===== src/rtl/uid_rl_pkg.sv =====
// Package for the UID range-list membership core.
// Holds value widths, character codes, verdict codes and the result layout.
// No dependencies.
package uid_rl_pkg;

  // Width of the decimal bounds; values wrap modulo 2^UidBits (8 to 64)
  localparam int unsigned UidBits  = 32;
  localparam int unsigned UidW     = 32;
  localparam int unsigned ChW      = 8;
  localparam int unsigned CmpW     = (UidBits > UidW) ? UidBits : UidW;
  localparam int unsigned InDataW  = ((ChW + UidW + 7) / 8) * 8;
  localparam int unsigned ResW     = 3;
  localparam int unsigned OutDataW = ((ResW + 7) / 8) * 8;

  localparam logic [ChW-1:0] ChNul   = 8'h00;
  localparam logic [ChW-1:0] ChComma = 8'h2C;
  localparam logic [ChW-1:0] ChDash  = 8'h2D;
  localparam logic [ChW-1:0] ChZero  = 8'h30;
  localparam logic [ChW-1:0] ChNine  = 8'h39;

  localparam logic [1:0] VerdPending = 2'd0;
  localparam logic [1:0] VerdCovered = 2'd1;
  localparam logic [1:0] VerdGap     = 2'd2;
  localparam logic [1:0] VerdBad     = 2'd3;

  // Result bits from the highest down
  typedef struct packed {
    logic malformed;
    logic is_recent;
    logic is_unseen;
  } result_t;

endpackage


===== src/rtl/uid_range_list_membership_core.sv =====
// Top level of the UID range-list membership core.
// Uses uid_rl_pkg for widths, character codes and verdict codes.
//
// Usage: feed one character of a seen-range list such as "1-5,9,12-20" per
// item on the s_axis channel, together with the UID under test. The block
// builds the decimal bounds of each entry and settles on the first entry
// whose upper bound reaches the UID. A zero character ends the string and
// produces one result item on m_axis; every other character produces none.
// Throughput: one character per cycle unless a held terminator stalls the input. An item
// passes an input register and the parse logic; a terminator's result is loaded
// into the result register, which drives m_axis_tvalid. The parse state is
// updated from the input register stage, so consecutive characters wait on one
// another only when a terminator is held there.
// Reset clears the parse state to an empty entry with no verdict and empties
// both the input register and the result register.
// When the receiver stalls, the result stays in its register; characters
// keep flowing in until a second terminator reaches the input register,
// which then holds and deasserts s_axis_tready until the result is taken.
module uid_range_list_membership_core
  import uid_rl_pkg::*;
(
  input  logic                clk_i,
  input  logic                rst_ni,
  input  logic                s_axis_tvalid,
  output logic                s_axis_tready,
  input  logic [InDataW-1:0]  s_axis_tdata,   // [7:0] ch, [39:8] uid
  output logic                m_axis_tvalid,
  input  logic                m_axis_tready,
  output logic [OutDataW-1:0] m_axis_tdata    // [0] is_unseen, [1] is_recent, [2] malformed
);

  logic               s1_valid_q;
  logic [ChW-1:0]     s1_ch_q;
  logic [UidW-1:0]    s1_uid_q;
  logic               s1_advance;
  logic               s1_is_term;

  logic [UidBits-1:0] low_q, low_d;
  logic [UidBits-1:0] high_q, high_d;
  logic               upper_q, upper_d;
  logic               open_q, open_d;
  logic [1:0]         verd_q, verd_d;

  logic               res_valid_q;
  result_t            res_q, res_d;
  logic               res_load;

  logic [UidBits-1:0] bound_hi;
  logic [CmpW-1:0]    uid_ext, hi_ext, lo_ext;
  logic               reach_hi, below_lo;
  logic [3:0]         digit;
  logic [UidBits-1:0] acc_src, acc_next;
  logic [1:0]         close_verd;
  logic [1:0]         term_verd;

  assign s1_is_term    = (s1_ch_q == ChNul);
  assign s1_advance    = !s1_is_term || !res_valid_q || m_axis_tready;
  assign s_axis_tready = !s1_valid_q || s1_advance;

  // Input register
  always_ff @(posedge clk_i or negedge rst_ni) begin
    if (!rst_ni) begin
      s1_valid_q <= 1'b0;
    end else if (s_axis_tready) begin
      s1_valid_q <= s_axis_tvalid;
    end
  end

  always_ff @(posedge clk_i) begin
    if (s_axis_tvalid && s_axis_tready) begin
      s1_ch_q  <= s_axis_tdata[ChW-1:0];
      s1_uid_q <= s_axis_tdata[ChW+UidW-1:ChW];
    end
  end

  // Entry close compare
  assign bound_hi = upper_q ? high_q : low_q;
  assign uid_ext  = CmpW'(s1_uid_q);
  assign hi_ext   = CmpW'(bound_hi);
  assign lo_ext   = CmpW'(low_q);
  assign reach_hi = (uid_ext <= hi_ext);
  assign below_lo = (uid_ext < lo_ext);
  assign close_verd = below_lo ? VerdGap : VerdCovered;

  // Decimal accumulate: x*10 + d as two shifted adds
  assign digit    = 4'(s1_ch_q - ChZero);
  assign acc_src  = upper_q ? high_q : low_q;
  assign acc_next = {acc_src[UidBits-4:0], 3'b000} + {acc_src[UidBits-2:0], 1'b0}
                    + UidBits'(digit);

  assign term_verd = (verd_q == VerdPending && open_q && reach_hi) ? close_verd : verd_q;

  always_comb begin
    low_d    = low_q;
    high_d   = high_q;
    upper_d  = upper_q;
    open_d   = open_q;
    verd_d   = verd_q;
    res_load = 1'b0;
    res_d.is_unseen = (term_verd == VerdPending) || (term_verd == VerdGap);
    res_d.is_recent = (term_verd == VerdPending);
    res_d.malformed = (term_verd == VerdBad);

    if (s1_valid_q && s1_advance) begin
      if (s1_is_term) begin
        res_load = 1'b1;
        low_d    = '0;
        high_d   = '0;
        upper_d  = 1'b0;
        open_d   = 1'b0;
        verd_d   = VerdPending;
      end else if (verd_q == VerdPending) begin
        if (s1_ch_q inside {[ChZero:ChNine]}) begin
          if (upper_q) begin
            high_d = acc_next;
          end else begin
            low_d = acc_next;
          end
          open_d = 1'b1;
        end else if (s1_ch_q == ChDash && !upper_q) begin
          upper_d = 1'b1;
          high_d  = '0;
          open_d  = 1'b1;
        end else if (s1_ch_q == ChComma) begin
          if (reach_hi) begin
            verd_d = close_verd;
          end else begin
            // entry below the UID: drop it and move on
            low_d   = '0;
            high_d  = '0;
            upper_d = 1'b0;
            open_d  = 1'b0;
          end
        end else begin
          verd_d = VerdBad;
        end
      end
    end
  end

  always_ff @(posedge clk_i or negedge rst_ni) begin
    if (!rst_ni) begin
      low_q   <= '0;
      high_q  <= '0;
      upper_q <= 1'b0;
      open_q  <= 1'b0;
      verd_q  <= VerdPending;
    end else begin
      low_q   <= low_d;
      high_q  <= high_d;
      upper_q <= upper_d;
      open_q  <= open_d;
      verd_q  <= verd_d;
    end
  end

  // Result register
  always_ff @(posedge clk_i or negedge rst_ni) begin
    if (!rst_ni) begin
      res_valid_q <= 1'b0;
    end else if (res_load) begin
      res_valid_q <= 1'b1;
    end else if (m_axis_tready) begin
      res_valid_q <= 1'b0;
    end
  end

  always_ff @(posedge clk_i) begin
    if (res_load) begin
      res_q <= res_d;
    end
  end

  assign m_axis_tvalid = res_valid_q;
  assign m_axis_tdata  = OutDataW'(res_q);

endmodule


===== config.mk =====
export PLATFORM = sky130hd
export DESIGN_NAME = uid_range_list_membership_core
export DESIGN_NICKNAME = d
export VERILOG_FILES = /design/src/rtl/uid_rl_pkg.sv /design/src/rtl/uid_range_list_membership_core.sv
export SDC_FILE = /design/constraint.sdc
export NUM_CORES = 1
export LEC_CHECK = 0
export CAP_MARGIN = 25
export CORE_AREA = 2 2 137 139
export CTS_CLUSTER_DIAMETER = 80
export DETAILED_ROUTE_END_ITERATION = 6
export DIE_AREA = 0 0 139 141
export DONT_BUFFER_PORTS = 1
export GPL_ROUTABILITY_DRIVEN = 0
export SYNTH_ARGS = -nofsm -noshare
export SYNTH_HDL_FRONTEND = slang
export SYNTH_SLANG_ARGS = --single-unit

===== constraint.sdc =====
create_clock -name clk_i -period 8.22 [get_ports clk_i]
set_clock_uncertainty 0.05 [all_clocks]
set_input_delay 0.822 -clock clk_i [delete_from_list [all_inputs] [get_ports clk_i]]
set_output_delay 0.822 -clock clk_i [all_outputs]
set_load 0.02 [all_outputs]

==> flow_summary.toml, run 1 <==
[floorplanning]
boundaryPins = 54
std_cell_rows = 50
die-height_um = 141
placeableCoreArea_um2 = 18270
die_w_um = 139
initial_core_util_pct = 43.79
die_area_um2 = 19600

[cells_and_area]
stdcell_area_um2 = 8755
drive_gt1_share_pct = 5.634
multiInputGateArea_um2 = 4524
area_growth_pct = 9.431
fill_cells = 1701
nets = 1006
antenna_cells_inserted = 0
seq_area_um2 = 3044

[yosys]
synth_seq_area_share_pct = 38.04
yosys-top-cells-count = "sky130_fd_sc_hd__nand2_1 (129), sky130_fd_sc_hd__ha_1 (121), sky130_fd_sc_hd__inv_1 (75), sky130_fd_sc_hd__dfrtp_1 (70), sky130_fd_sc_hd__o21ai_0 (61)"
post_synth_num_cell_types = 61
most_common_flop_cell_mapped_by_yosys = "sky130_fd_sc_hd__dfrtp_1"
synth_warnings = 0
yosysTopAreaCell = "sky130_fd_sc_hd__dfrtp_1"
synth-seq-cells = 113
syn_area_um2 = 8000
synth_enable_flop_cells = 43
yosys.area.top_type_share_pct = 21.90
syn_avg_cell_area_um2 = 9.501
netlist_instances = 842
most_repeated_cell_in_the_gate_level_netlist_after_synthesis = "sky130_fd_sc_hd__nand2_1"
top_cells_by_area_in_the_synthesized_netlist = "sky130_fd_sc_hd__dfrtp_1 (22%), sky130_fd_sc_hd__ha_1 (19%), sky130_fd_sc_hd__edfxtp_1 (16%)"
async_flop_share_pct = 61.95

[critical_path]
critPathCapture = "high_q[10]$_DFFE_PN0P_"
cp_num_cells = 11
worst-endpoint-required_ps = 8470
worstReg2RegEnd = "high_q[10]$_DFFE_PN0P_"
critical_path_buf_inv_count = 2
timing.setup.critical_path_class = "reg -> reg"
timing.critical_path.max_delay_family = "simple AND/OR/NAND/NOR gates"
worst-r2r-setup-slack_ps = 3610
critPathMaxStageDelay_ps = 740
worst-endpoint-arrival_ps = 4860
worstReg2RegStart = "upper_q$_DFFE_PN0P_"
r2r_cells = 11
most_used_cell_along_the_critical_path = "sky130_fd_sc_hd__buf_4"
setup.worst_path.start = "upper_q$_DFFE_PN0P_"
worstPathMaxFanout = 43
crit_slowest_cell = "sky130_fd_sc_hd__nor4_1"
setup.worst_path.start_class = "flop"
critical_path.endpoint_type = "flop"
cp_cell_sequence = "buf_4 > nand2_1 > o21a_1 > ha_1 > nand4_1 > nor4_1 > and3_1 > o31ai_4 > o221ai_4 > buf_4 > mux2_1"

[routing]
vias_per_cell = 5.421
drt_pre_antenna_iters = 6
route.final.wire_length_um = 18730
drt_iter0_markers = 430
post_drt_wl_per_cell_um = 17.25
detailroute.via_count = 5887
drc = 0
drtAntennaViolNets = 0

[cts]
tritoncts = "yes"
cts.repair_timing.setup_buffer_count = 0
clockBufferDepth = 2
clkTransAtPathRegs_ps = 50
clock_tree.htree_level_count = 4
cts.hold.buffers_added = 0
numCtsBuffers = 17
clk_latency_ps = 420
ctsResizeCount = 0
clk_root_buffer_cell = "sky130_fd_sc_hd__clkbuf_16"
clock_sink_count = 113

[pwr]
power.sequential.fraction_pct = 43.9
pwr_density_cell_nw_per_um2 = 164.4
vdd.ir_drop.worst_uv = 149.8
p_leak_nw = 4.118
combinationalPowerShare_pct = 6.3
report.power.total_w = 0.001439
power.internal_w = 0.001112
net_switching_share_of_the_total_power_pct = 22.72
netSwitchingPower_w = 0.0003270
power_frac_clock_pct = 49.8

[place]
place_worst_setup_slack_ps = 3596
dpl_cell_area_um2 = 8180
port-buffer-count = 0
hpwl_um = 14260

[min_path]
timing.hold.worst.class = "in -> async"

[flow_run]
max_cap_violations = 0

[timing]
setup_tns_ps = 0
drv_slew = 0
rsz0062_at_grt = "false"
finalSetupViolations = 0
worst_slew_pin_slew_ps = 931.7
fin_crit_sh_pct = 56.14
max_slew_margin_pct = 37.31
fmax_mhz = 216.7
timing.final.ws_setup_ps = 3606
timing_hold_violations_final = 0
timing.final.crit_period_ps = 4614

[global_routing]
grt_pass1_wl_um = 30500
globalRouteOverflowTotal = 0
first_global_vias = 5923
grt_use_total_pct = 19.88
grt_start_max_net_pins = 71
number_of_antenna_violations_at_the_first_check_in_global_routing = 0

[status]
run_status = "finished clean"
flip-flops by register name (all words and copies together), names as in the netlist:
register and count:
open_q 1, m_axis_tdata 3, high_q 32, verd_q 2, lo_ext 32, s1_ch_q 8
s1_uid_q 32, s1_valid_q 1, m_axis_tvalid 1, upper_q 1
area by class of cell:
class                           count  area share [%]
Multi-Input combinational cell    627           51.68
Sequential cell                   113           34.77
Clock buffer                       27           5.988
Tap cell                          234           3.344
Inverter                           75           3.216
Clock inverter                      5          0.5717
Timing Repair Buffer                5          0.4288
per-layer routing:
layer  share of wire, %  vias up  GRT usage [%]
li1                   -     2993              -
met5                  0        -              0
met1                 47     2745          25.32
met2                 47      111          33.52
met3                3.7       38          4.518
met4                2.5        0          6.752
logic make-up (layout without fill, tap and decap cells):
kind of cell	after synthesis	after routing	share of synthesized area [%]
AOI/OAI and AO/OA	230	230	19.19
and+or+nand+nor	231	231	13.20
xor gates and xnor gates	28	28	3.065
muxes	10	10	1.345
adders and majority gates	123	123	19.42
buffers and inverters	106	112	5.693
DFF	113	113	38.04
other	1	5	0.04687
stage by stage:
stage	std cells	hold slack (ps)	util, %
final	1086	42.30	47.92
after global routing	1086	23.15	47.92
after CTS	1086	26.93	47.92
after detailed placement	1054	416.1	44.78
after global placement	1054	409.8	44.78
after floorplan	846	397.2	-
worst reg2reg max path, stage by stage, from the launching register on:
cell and delay (ps):
sky130_fd_sc_hd__dfrtp_2 600, sky130_fd_sc_hd__buf_4 490, sky130_fd_sc_hd__nand2_1 130, sky130_fd_sc_hd__o21a_1 150
sky130_fd_sc_hd__ha_1 300, sky130_fd_sc_hd__nand4_1 150, sky130_fd_sc_hd__nor4_1 740, sky130_fd_sc_hd__and3_1 390
sky130_fd_sc_hd__o31ai_4 130, sky130_fd_sc_hd__o221ai_4 520, sky130_fd_sc_hd__buf_4 480, sky130_fd_sc_hd__mux2_1 390
placed cells by master, fill, tap and decap left out, drive strengths merged, types with 7 or more instances in the layout:
master,count
edfxtp,43
inv,75
xnor2,21
nand4,16
dfrtp,70
nor3,8
clkbuf,27
xor2,7
nor2,26
ha,121
a21o,31
o21ai,65
a21oi,51
o31ai,19
o21a,30
nand2b,7
nor2b,7
nand2,129
nand3,12
power by group through the flow:
stage,registers [W],logic (W),clock network [W]
after global placement,0.000642,0.0000887,0
after CTS,0.000632,0.0000921,0.000732
after detailed placement,0.000642,0.0000912,0
after global routing,0.000634,0.000105,0.000757
final,0.000632,0.0000909,0.000717
after floorplan,0.000633,0.0000756,0
how the worst min path moves through the flow:
stage | startpoint | to | cells after the start
2_1_floorplan | high_q[28]$_DFFE_PN0P_ | high_q[28]$_DFFE_PN0P_ | 2
3_3_place_gp | lo_ext[3]$_DFFE_PN0P_ | lo_ext[3]$_DFFE_PN0P_ | 2
3_5_place_dp | high_q[17]$_DFFE_PN0P_ | high_q[17]$_DFFE_PN0P_ | 2
4_1_cts | rst_ni | high_q[4]$_DFFE_PN0P_ | 0
5_1_grt | rst_ni | lo_ext[6]$_DFFE_PN0P_ | 0
6_report | rst_ni | high_q[4]$_DFFE_PN0P_ | 0
No activity file was read; power rests on OpenSTA's default activity.
==> inputs of run 2 (changes only) <==
Clock period 8.22 ns to 4.7 ns, I/O delays scaled along.
==> flow_summary.toml, run 2 (synthesized netlist as in run 1, its figures left out) <==
[pwr]
p_leak_nw = 4.155
pwr_density_cell_nw_per_um2 = 293.5
vdd.ir_drop.worst_uv = 437.9
report.power.total_w = 0.002598

[flow_run]
max_cap_violations = 0

[routing]
route.final.wire_length_um = 17580
drtAntennaViolNets = 0
drc = 0
vias_per_cell = 5.356
detailroute.via_count = 5838
drt_pre_antenna_iters = 5
post_drt_wl_per_cell_um = 16.13
drt_iter0_markers = 436

[cts]
ctsResizeCount = 0
clockBufferDepth = 2
clock_tree.htree_level_count = 4
clkTransAtPathRegs_ps = 60
tritoncts = "yes"
clk_root_buffer_cell = "sky130_fd_sc_hd__clkbuf_16"
clock_sink_count = 113
numCtsBuffers = 17
cts.hold.buffers_added = 2
clk_latency_ps = 420
cts.repair_timing.setup_buffer_count = 0

[floorplanning]
die-height_um = 141
std_cell_rows = 50
die_w_um = 139
initial_core_util_pct = 43.79
die_area_um2 = 19600
placeableCoreArea_um2 = 18270
boundaryPins = 54

[global_routing]
grt_start_max_net_pins = 71
globalRouteOverflowTotal = 0
number_of_antenna_violations_at_the_first_check_in_global_routing = 0
grt_use_total_pct = 18.92
grt_pass1_wl_um = 29460
first_global_vias = 5794

[timing]
timing.final.crit_period_ps = 4143
fmax_mhz = 241.4
drv_slew = 0
max_slew_margin_pct = 44.77
fin_crit_sh_pct = 88.14
finalSetupViolations = 0
setup_tns_ps = 0
rsz0062_at_grt = "false"
worst_slew_pin_slew_ps = 828.5
timing_hold_violations_final = 0

[cells_and_area]
nets = 1010
drive_gt1_share_pct = 6.075
commonest_non_fill_non_tap_cell_in_the_layout = "sky130_fd_sc_hd__nand2_1"
area_growth_pct = 10.63
antenna_cells_inserted = 0
layout.cells.most_common_list = "sky130_fd_sc_hd__nand2_1 (129), sky130_fd_sc_hd__ha_1 (121), sky130_fd_sc_hd__inv_1 (75)"

[critical_path]
worst-endpoint-arrival_ps = 4390
crit_slowest_cell = "sky130_fd_sc_hd__dfrtp_2"
critPathMaxStageDelay_ps = 740
critical_path_buf_inv_count = 2
critical_path.endpoint_type = "flop"
worst-endpoint-required_ps = 4950
worstPathMaxFanout = 33
setup.worst_path.start_class = "flop"
most_used_cell_along_the_critical_path = "sky130_fd_sc_hd__buf_4"
cp_cell_sequence = "buf_4 > mux2i_1 > ha_1 > nand4_1 > nor4_1 > and3_1 > o31ai_4 > o221ai_4 > buf_4 > mux2_1"
worst-r2r-setup-slack_ps = 560
timing.setup.critical_path_class = "reg -> reg"
timing.critical_path.max_delay_family = "simple AND/OR/NAND/NOR gates"

[min_path]
timing.hold.worst.class = "in -> reg"

[place]
hpwl_um = 13260
port-buffer-count = 0

[status]
run_status = "finished clean"
run 2: cell count changes in the layout (fill, tap and decap cells not counted):
cell / before / now
sky130_fd_sc_hd__buf_12: 0 / 1
sky130_fd_sc_hd__clkinv_1: 0 / 3
sky130_fd_sc_hd__clkbuf_8: 4 / 3
sky130_fd_sc_hd__clkinvlp_4: 0 / 2
sky130_fd_sc_hd__buf_16: 0 / 1
sky130_fd_sc_hd__bufinv_16: 1 / 3
sky130_fd_sc_hd__clkbuf_1: 5 / 1
sky130_fd_sc_hd__dlygate4sd3_1: 0 / 1
sky130_fd_sc_hd__buf_4: 5 / 6
sky130_fd_sc_hd__clkinv_2: 4 / 2
sky130_fd_sc_hd__clkinv_4: 0 / 1
sky130_fd_sc_hd__clkbuf_16: 18 / 17
run 2: cell type report:
type	count	area (µm²)
Clock buffer	21	470.5
Clock inverter	11	135.1
Fill cell	1730	9417
Inverter	75	281.5
Multi-Input combinational cell	627	4524
Sequential cell	113	3044
Tap cell	234	292.8
Timing Repair Buffer	9	102.6
run 2: worst reg2reg max path: cells and delay by family (launching register included):
kind / cells / cell delay (ps)
simple gates: 3 / 1070
compound gates: 2 / 540
buf+inv: 2 / 730
fa+ha+maj: 1 / 210
mux: 2 / 670
flops: 1 / 740
run 2: power breakdown:
part | switching, W | internal [W]
combinational | 0.000105 | 0.0000689
clock | 0.000453 | 0.000867
sequential | 0.0000345 | 0.00107
run 2: metal layers:
layer  routed length (µm)  track usage [%]
met1                 8874            26.46
met2                 7886            29.61
met3                  663            4.586
met4                  153            4.891
met5                    0                0
run 2: final timing paths:
| check | end | cells past startpoint | start |
|---|---|---|---|
| max | high_q[10]$_DFFE_PN0P_ | 10 | upper_q$_DFFE_PN0P_ |
| min | s1_uid_q[19]$_DFFE_PP_ | 0 | s_axis_tdata[27] |
| max reg2reg | high_q[10]$_DFFE_PN0P_ | 10 | upper_q$_DFFE_PN0P_ |
| min reg2reg | high_q[25]$_DFFE_PN0P_ | 2 | high_q[25]$_DFFE_PN0P_ |
| max in group asynchronous | lo_ext[19]$_DFFE_PN0P_ | 2 | rst_ni |
| min in group asynchronous | lo_ext[4]$_DFFE_PN0P_ | 2 | rst_ni |
run 2: metrics by stage:
step           hold slack, ps  instances  setup slack [ps]  utilization [%]  area [µm²]
6_report                88.35       1090             557.3            48.45        8851
5_1_grt                 67.70       1090             170.2            48.45        8851
2_1_floorplan           124.4        846             752.1                -        8015
3_3_place_gp            127.6       1056             644.8            44.93        8208
3_5_place_dp            127.3       1056             495.1            44.93        8208
4_1_cts                 73.84       1090             477.7            48.45        8851
==> inputs of run 3 (changes only) <==
Clock period 4.7 ns to 4.1 ns, I/O delays scaled along.
==> flow_summary.toml, run 3 (synthesized netlist as in run 1, its figures left out) <==
[pwr]
report.power.total_w = 0.002894
power_frac_clock_pct = 49.2
p_leak_nw = 4.174
net_switching_share_of_the_total_power_pct = 23.13
power.sequential.fraction_pct = 43.6
pwr_density_cell_nw_per_um2 = 326.3
vdd.ir_drop.worst_uv = 450.8
netSwitchingPower_w = 0.0006695
combinationalPowerShare_pct = 7.3
power.internal_w = 0.002224

[timing]
timing_hold_violations_final = 0
hold_ws_ps = 26.93
drv_slew = 0
timing.final.crit_period_ps = 3737
finalSetupViolations = 0
fin_crit_sh_pct = 91.14
max_slew_margin_pct = 38.20
fmax_mhz = 267.6
worst_slew_pin_slew_ps = 927.0
setup_tns_ps = 0
rsz0062_at_grt = "false"

[cells_and_area]
nets = 1015
final_util_pct = 48.54
commonest_non_fill_non_tap_cell_in_the_layout = "sky130_fd_sc_hd__nand2_1"
antenna_cells_inserted = 0
drive_gt1_share_pct = 6.272
stdcell_area_um2 = 8867
area_growth_pct = 10.84
layout.cells.most_common_list = "sky130_fd_sc_hd__nand2_1 (129), sky130_fd_sc_hd__ha_1 (121), sky130_fd_sc_hd__inv_1 (75)"

[critical_path]
crit_slowest_cell = "sky130_fd_sc_hd__fa_1"
critical_path.endpoint_type = "flop"
timing.critical_path.max_delay_family = "compound AO/OA/AOI/OAI gates"
worstReg2RegEnd = "lo_ext[31]$_DFFE_PN0P_"
critPathMaxStageDelay_ps = 560
worst-r2r-setup-slack_ps = 360
r2r_cells = 14
setup.worst_path.start_class = "flop"
worstReg2RegStart = "upper_q$_DFFE_PN0P_"
timing.setup.critical_path_class = "reg -> reg"
cp_cell_sequence = "buf_12 > o21a_1 > fa_1 > inv_1 > ha_1 > a21o_1 > nand4_1 > nand2_1 > a31oi_2 > o2111ai_1 > a41oi_1 > o21ai_0 > xnor2_1 > o21ai_0"
critical_path_buf_inv_count = 2
worstPathMaxFanout = 28
worst-endpoint-arrival_ps = 4020
worst-endpoint-required_ps = 4380
most_used_cell_along_the_critical_path = "sky130_fd_sc_hd__o21ai_0"

[global_routing]
grt_pass1_wl_um = 30080
number_of_antenna_violations_at_the_first_check_in_global_routing = 0
grt_use_total_pct = 19.26
globalRouteOverflowTotal = 0
first_global_vias = 5931
grt_start_max_net_pins = 71

[min_path]
worst_hold_path.endpoint = "s1_uid_q[0]$_DFFE_PP_"
timing.hold.worst.class = "in -> reg"
worst_hold_path.num_cells = 0
worstHoldStart = "s_axis_tdata[8]"

[floorplanning]
die-height_um = 141
initial_core_util_pct = 43.79
die_area_um2 = 19600
die_w_um = 139
std_cell_rows = 50
placeableCoreArea_um2 = 18270
boundaryPins = 54

[cts]
ctsResizeCount = 0
clockBufferDepth = 2
clock_tree.htree_level_count = 4
clkTransAtPathRegs_ps = 60
clk_latency_ps = 420
clock_sink_count = 113
cts.repair_timing.setup_buffer_count = 0
clk_root_buffer_cell = "sky130_fd_sc_hd__clkbuf_16"
tritoncts = "yes"
cts.hold.buffers_added = 2
numCtsBuffers = 17

[routing]
drtAntennaViolNets = 0
drt_pre_antenna_iters = 4
post_drt_wl_per_cell_um = 16.21
detailroute.via_count = 5841
drc = 0
vias_per_cell = 5.334
drt_iter0_markers = 303
route.final.wire_length_um = 17750

[place]
port-buffer-count = 0
hpwl_um = 13600
dpl_cell_area_um2 = 8270

[flow_run]
max_cap_violations = 0

[status]
run_status = "finished clean"
==> run 3: worst reg2reg max path, stage by stage (launching register included) <==
cell and delay [ps]:
sky130_fd_sc_hd__dfrtp_2 450, sky130_fd_sc_hd__buf_12 170, sky130_fd_sc_hd__o21a_1 240, sky130_fd_sc_hd__fa_1 560, sky130_fd_sc_hd__inv_1 60, sky130_fd_sc_hd__ha_1 280, sky130_fd_sc_hd__a21o_1 190, sky130_fd_sc_hd__nand4_1 80
sky130_fd_sc_hd__nand2_1 120, sky130_fd_sc_hd__a31oi_2 350, sky130_fd_sc_hd__o2111ai_1 210, sky130_fd_sc_hd__a41oi_1 360, sky130_fd_sc_hd__o21ai_0 170, sky130_fd_sc_hd__xnor2_1 160, sky130_fd_sc_hd__o21ai_0 200
==> run 3: through the flow <==
| stage | std cells | setup WS, ps |
|---|---|---|
| global route | 1095 | 43.44 |
| detailed placement | 1061 | 326.1 |
| CTS | 1095 | 293.5 |
| global placement | 1061 | 386.3 |
| finish | 1095 | 363.1 |
| floorplan | 846 | 152.1 |
==> run 3: how the worst max path moves through the flow <==
| stage | slack (ps) | cells after the start | start | to |
|---|---|---|---|---|
| 2_1_floorplan | 150 | 17 | upper_q$_DFFE_PN0P_ | lo_ext[30]$_DFFE_PN0P_ |
| 3_3_place_gp | 390 | 14 | upper_q$_DFFE_PN0P_ | high_q[31]$_DFFE_PN0P_ |
| 3_5_place_dp | 330 | 14 | upper_q$_DFFE_PN0P_ | lo_ext[31]$_DFFE_PN0P_ |
| 4_1_cts | 290 | 14 | upper_q$_DFFE_PN0P_ | lo_ext[31]$_DFFE_PN0P_ |
| 5_1_grt | 40 | 14 | upper_q$_DFFE_PN0P_ | lo_ext[31]$_DFFE_PN0P_ |
| 6_report | 360 | 14 | upper_q$_DFFE_PN0P_ | lo_ext[31]$_DFFE_PN0P_ |
==> run 3: metal layers <==
metal,global-route usage (%),up-vias,part of all wire [%]
li1,-,3013,-
met1,26.86,2729,51
met2,30.36,82,45
met3,3.702,17,3.0
met4,6.273,0,1.4
met5,0,-,0
==> run 3: cell type report <==
cell class | instances | area (µm²)
multi-input cells | 627 | 4524
clock inverters | 8 | 87.58
clock buffers | 24 | 471.7
inverters | 75 | 281.5
repair buffers | 14 | 165.2
well taps | 234 | 292.8
flip-flops and latches | 113 | 3044
fillers | 1712 | 9400
==> run 3: power by group through the flow <==
stage / sequential (W) / combinational, W / clock, W
2_1_floorplan: 0.00127 / 0.000152 / 0
6_report: 0.00126 / 0.000210 / 0.00142
4_1_cts: 0.00126 / 0.000213 / 0.00145
3_3_place_gp: 0.00128 / 0.000190 / 0
5_1_grt: 0.00127 / 0.000243 / 0.00149
3_5_place_dp: 0.00128 / 0.000193 / 0
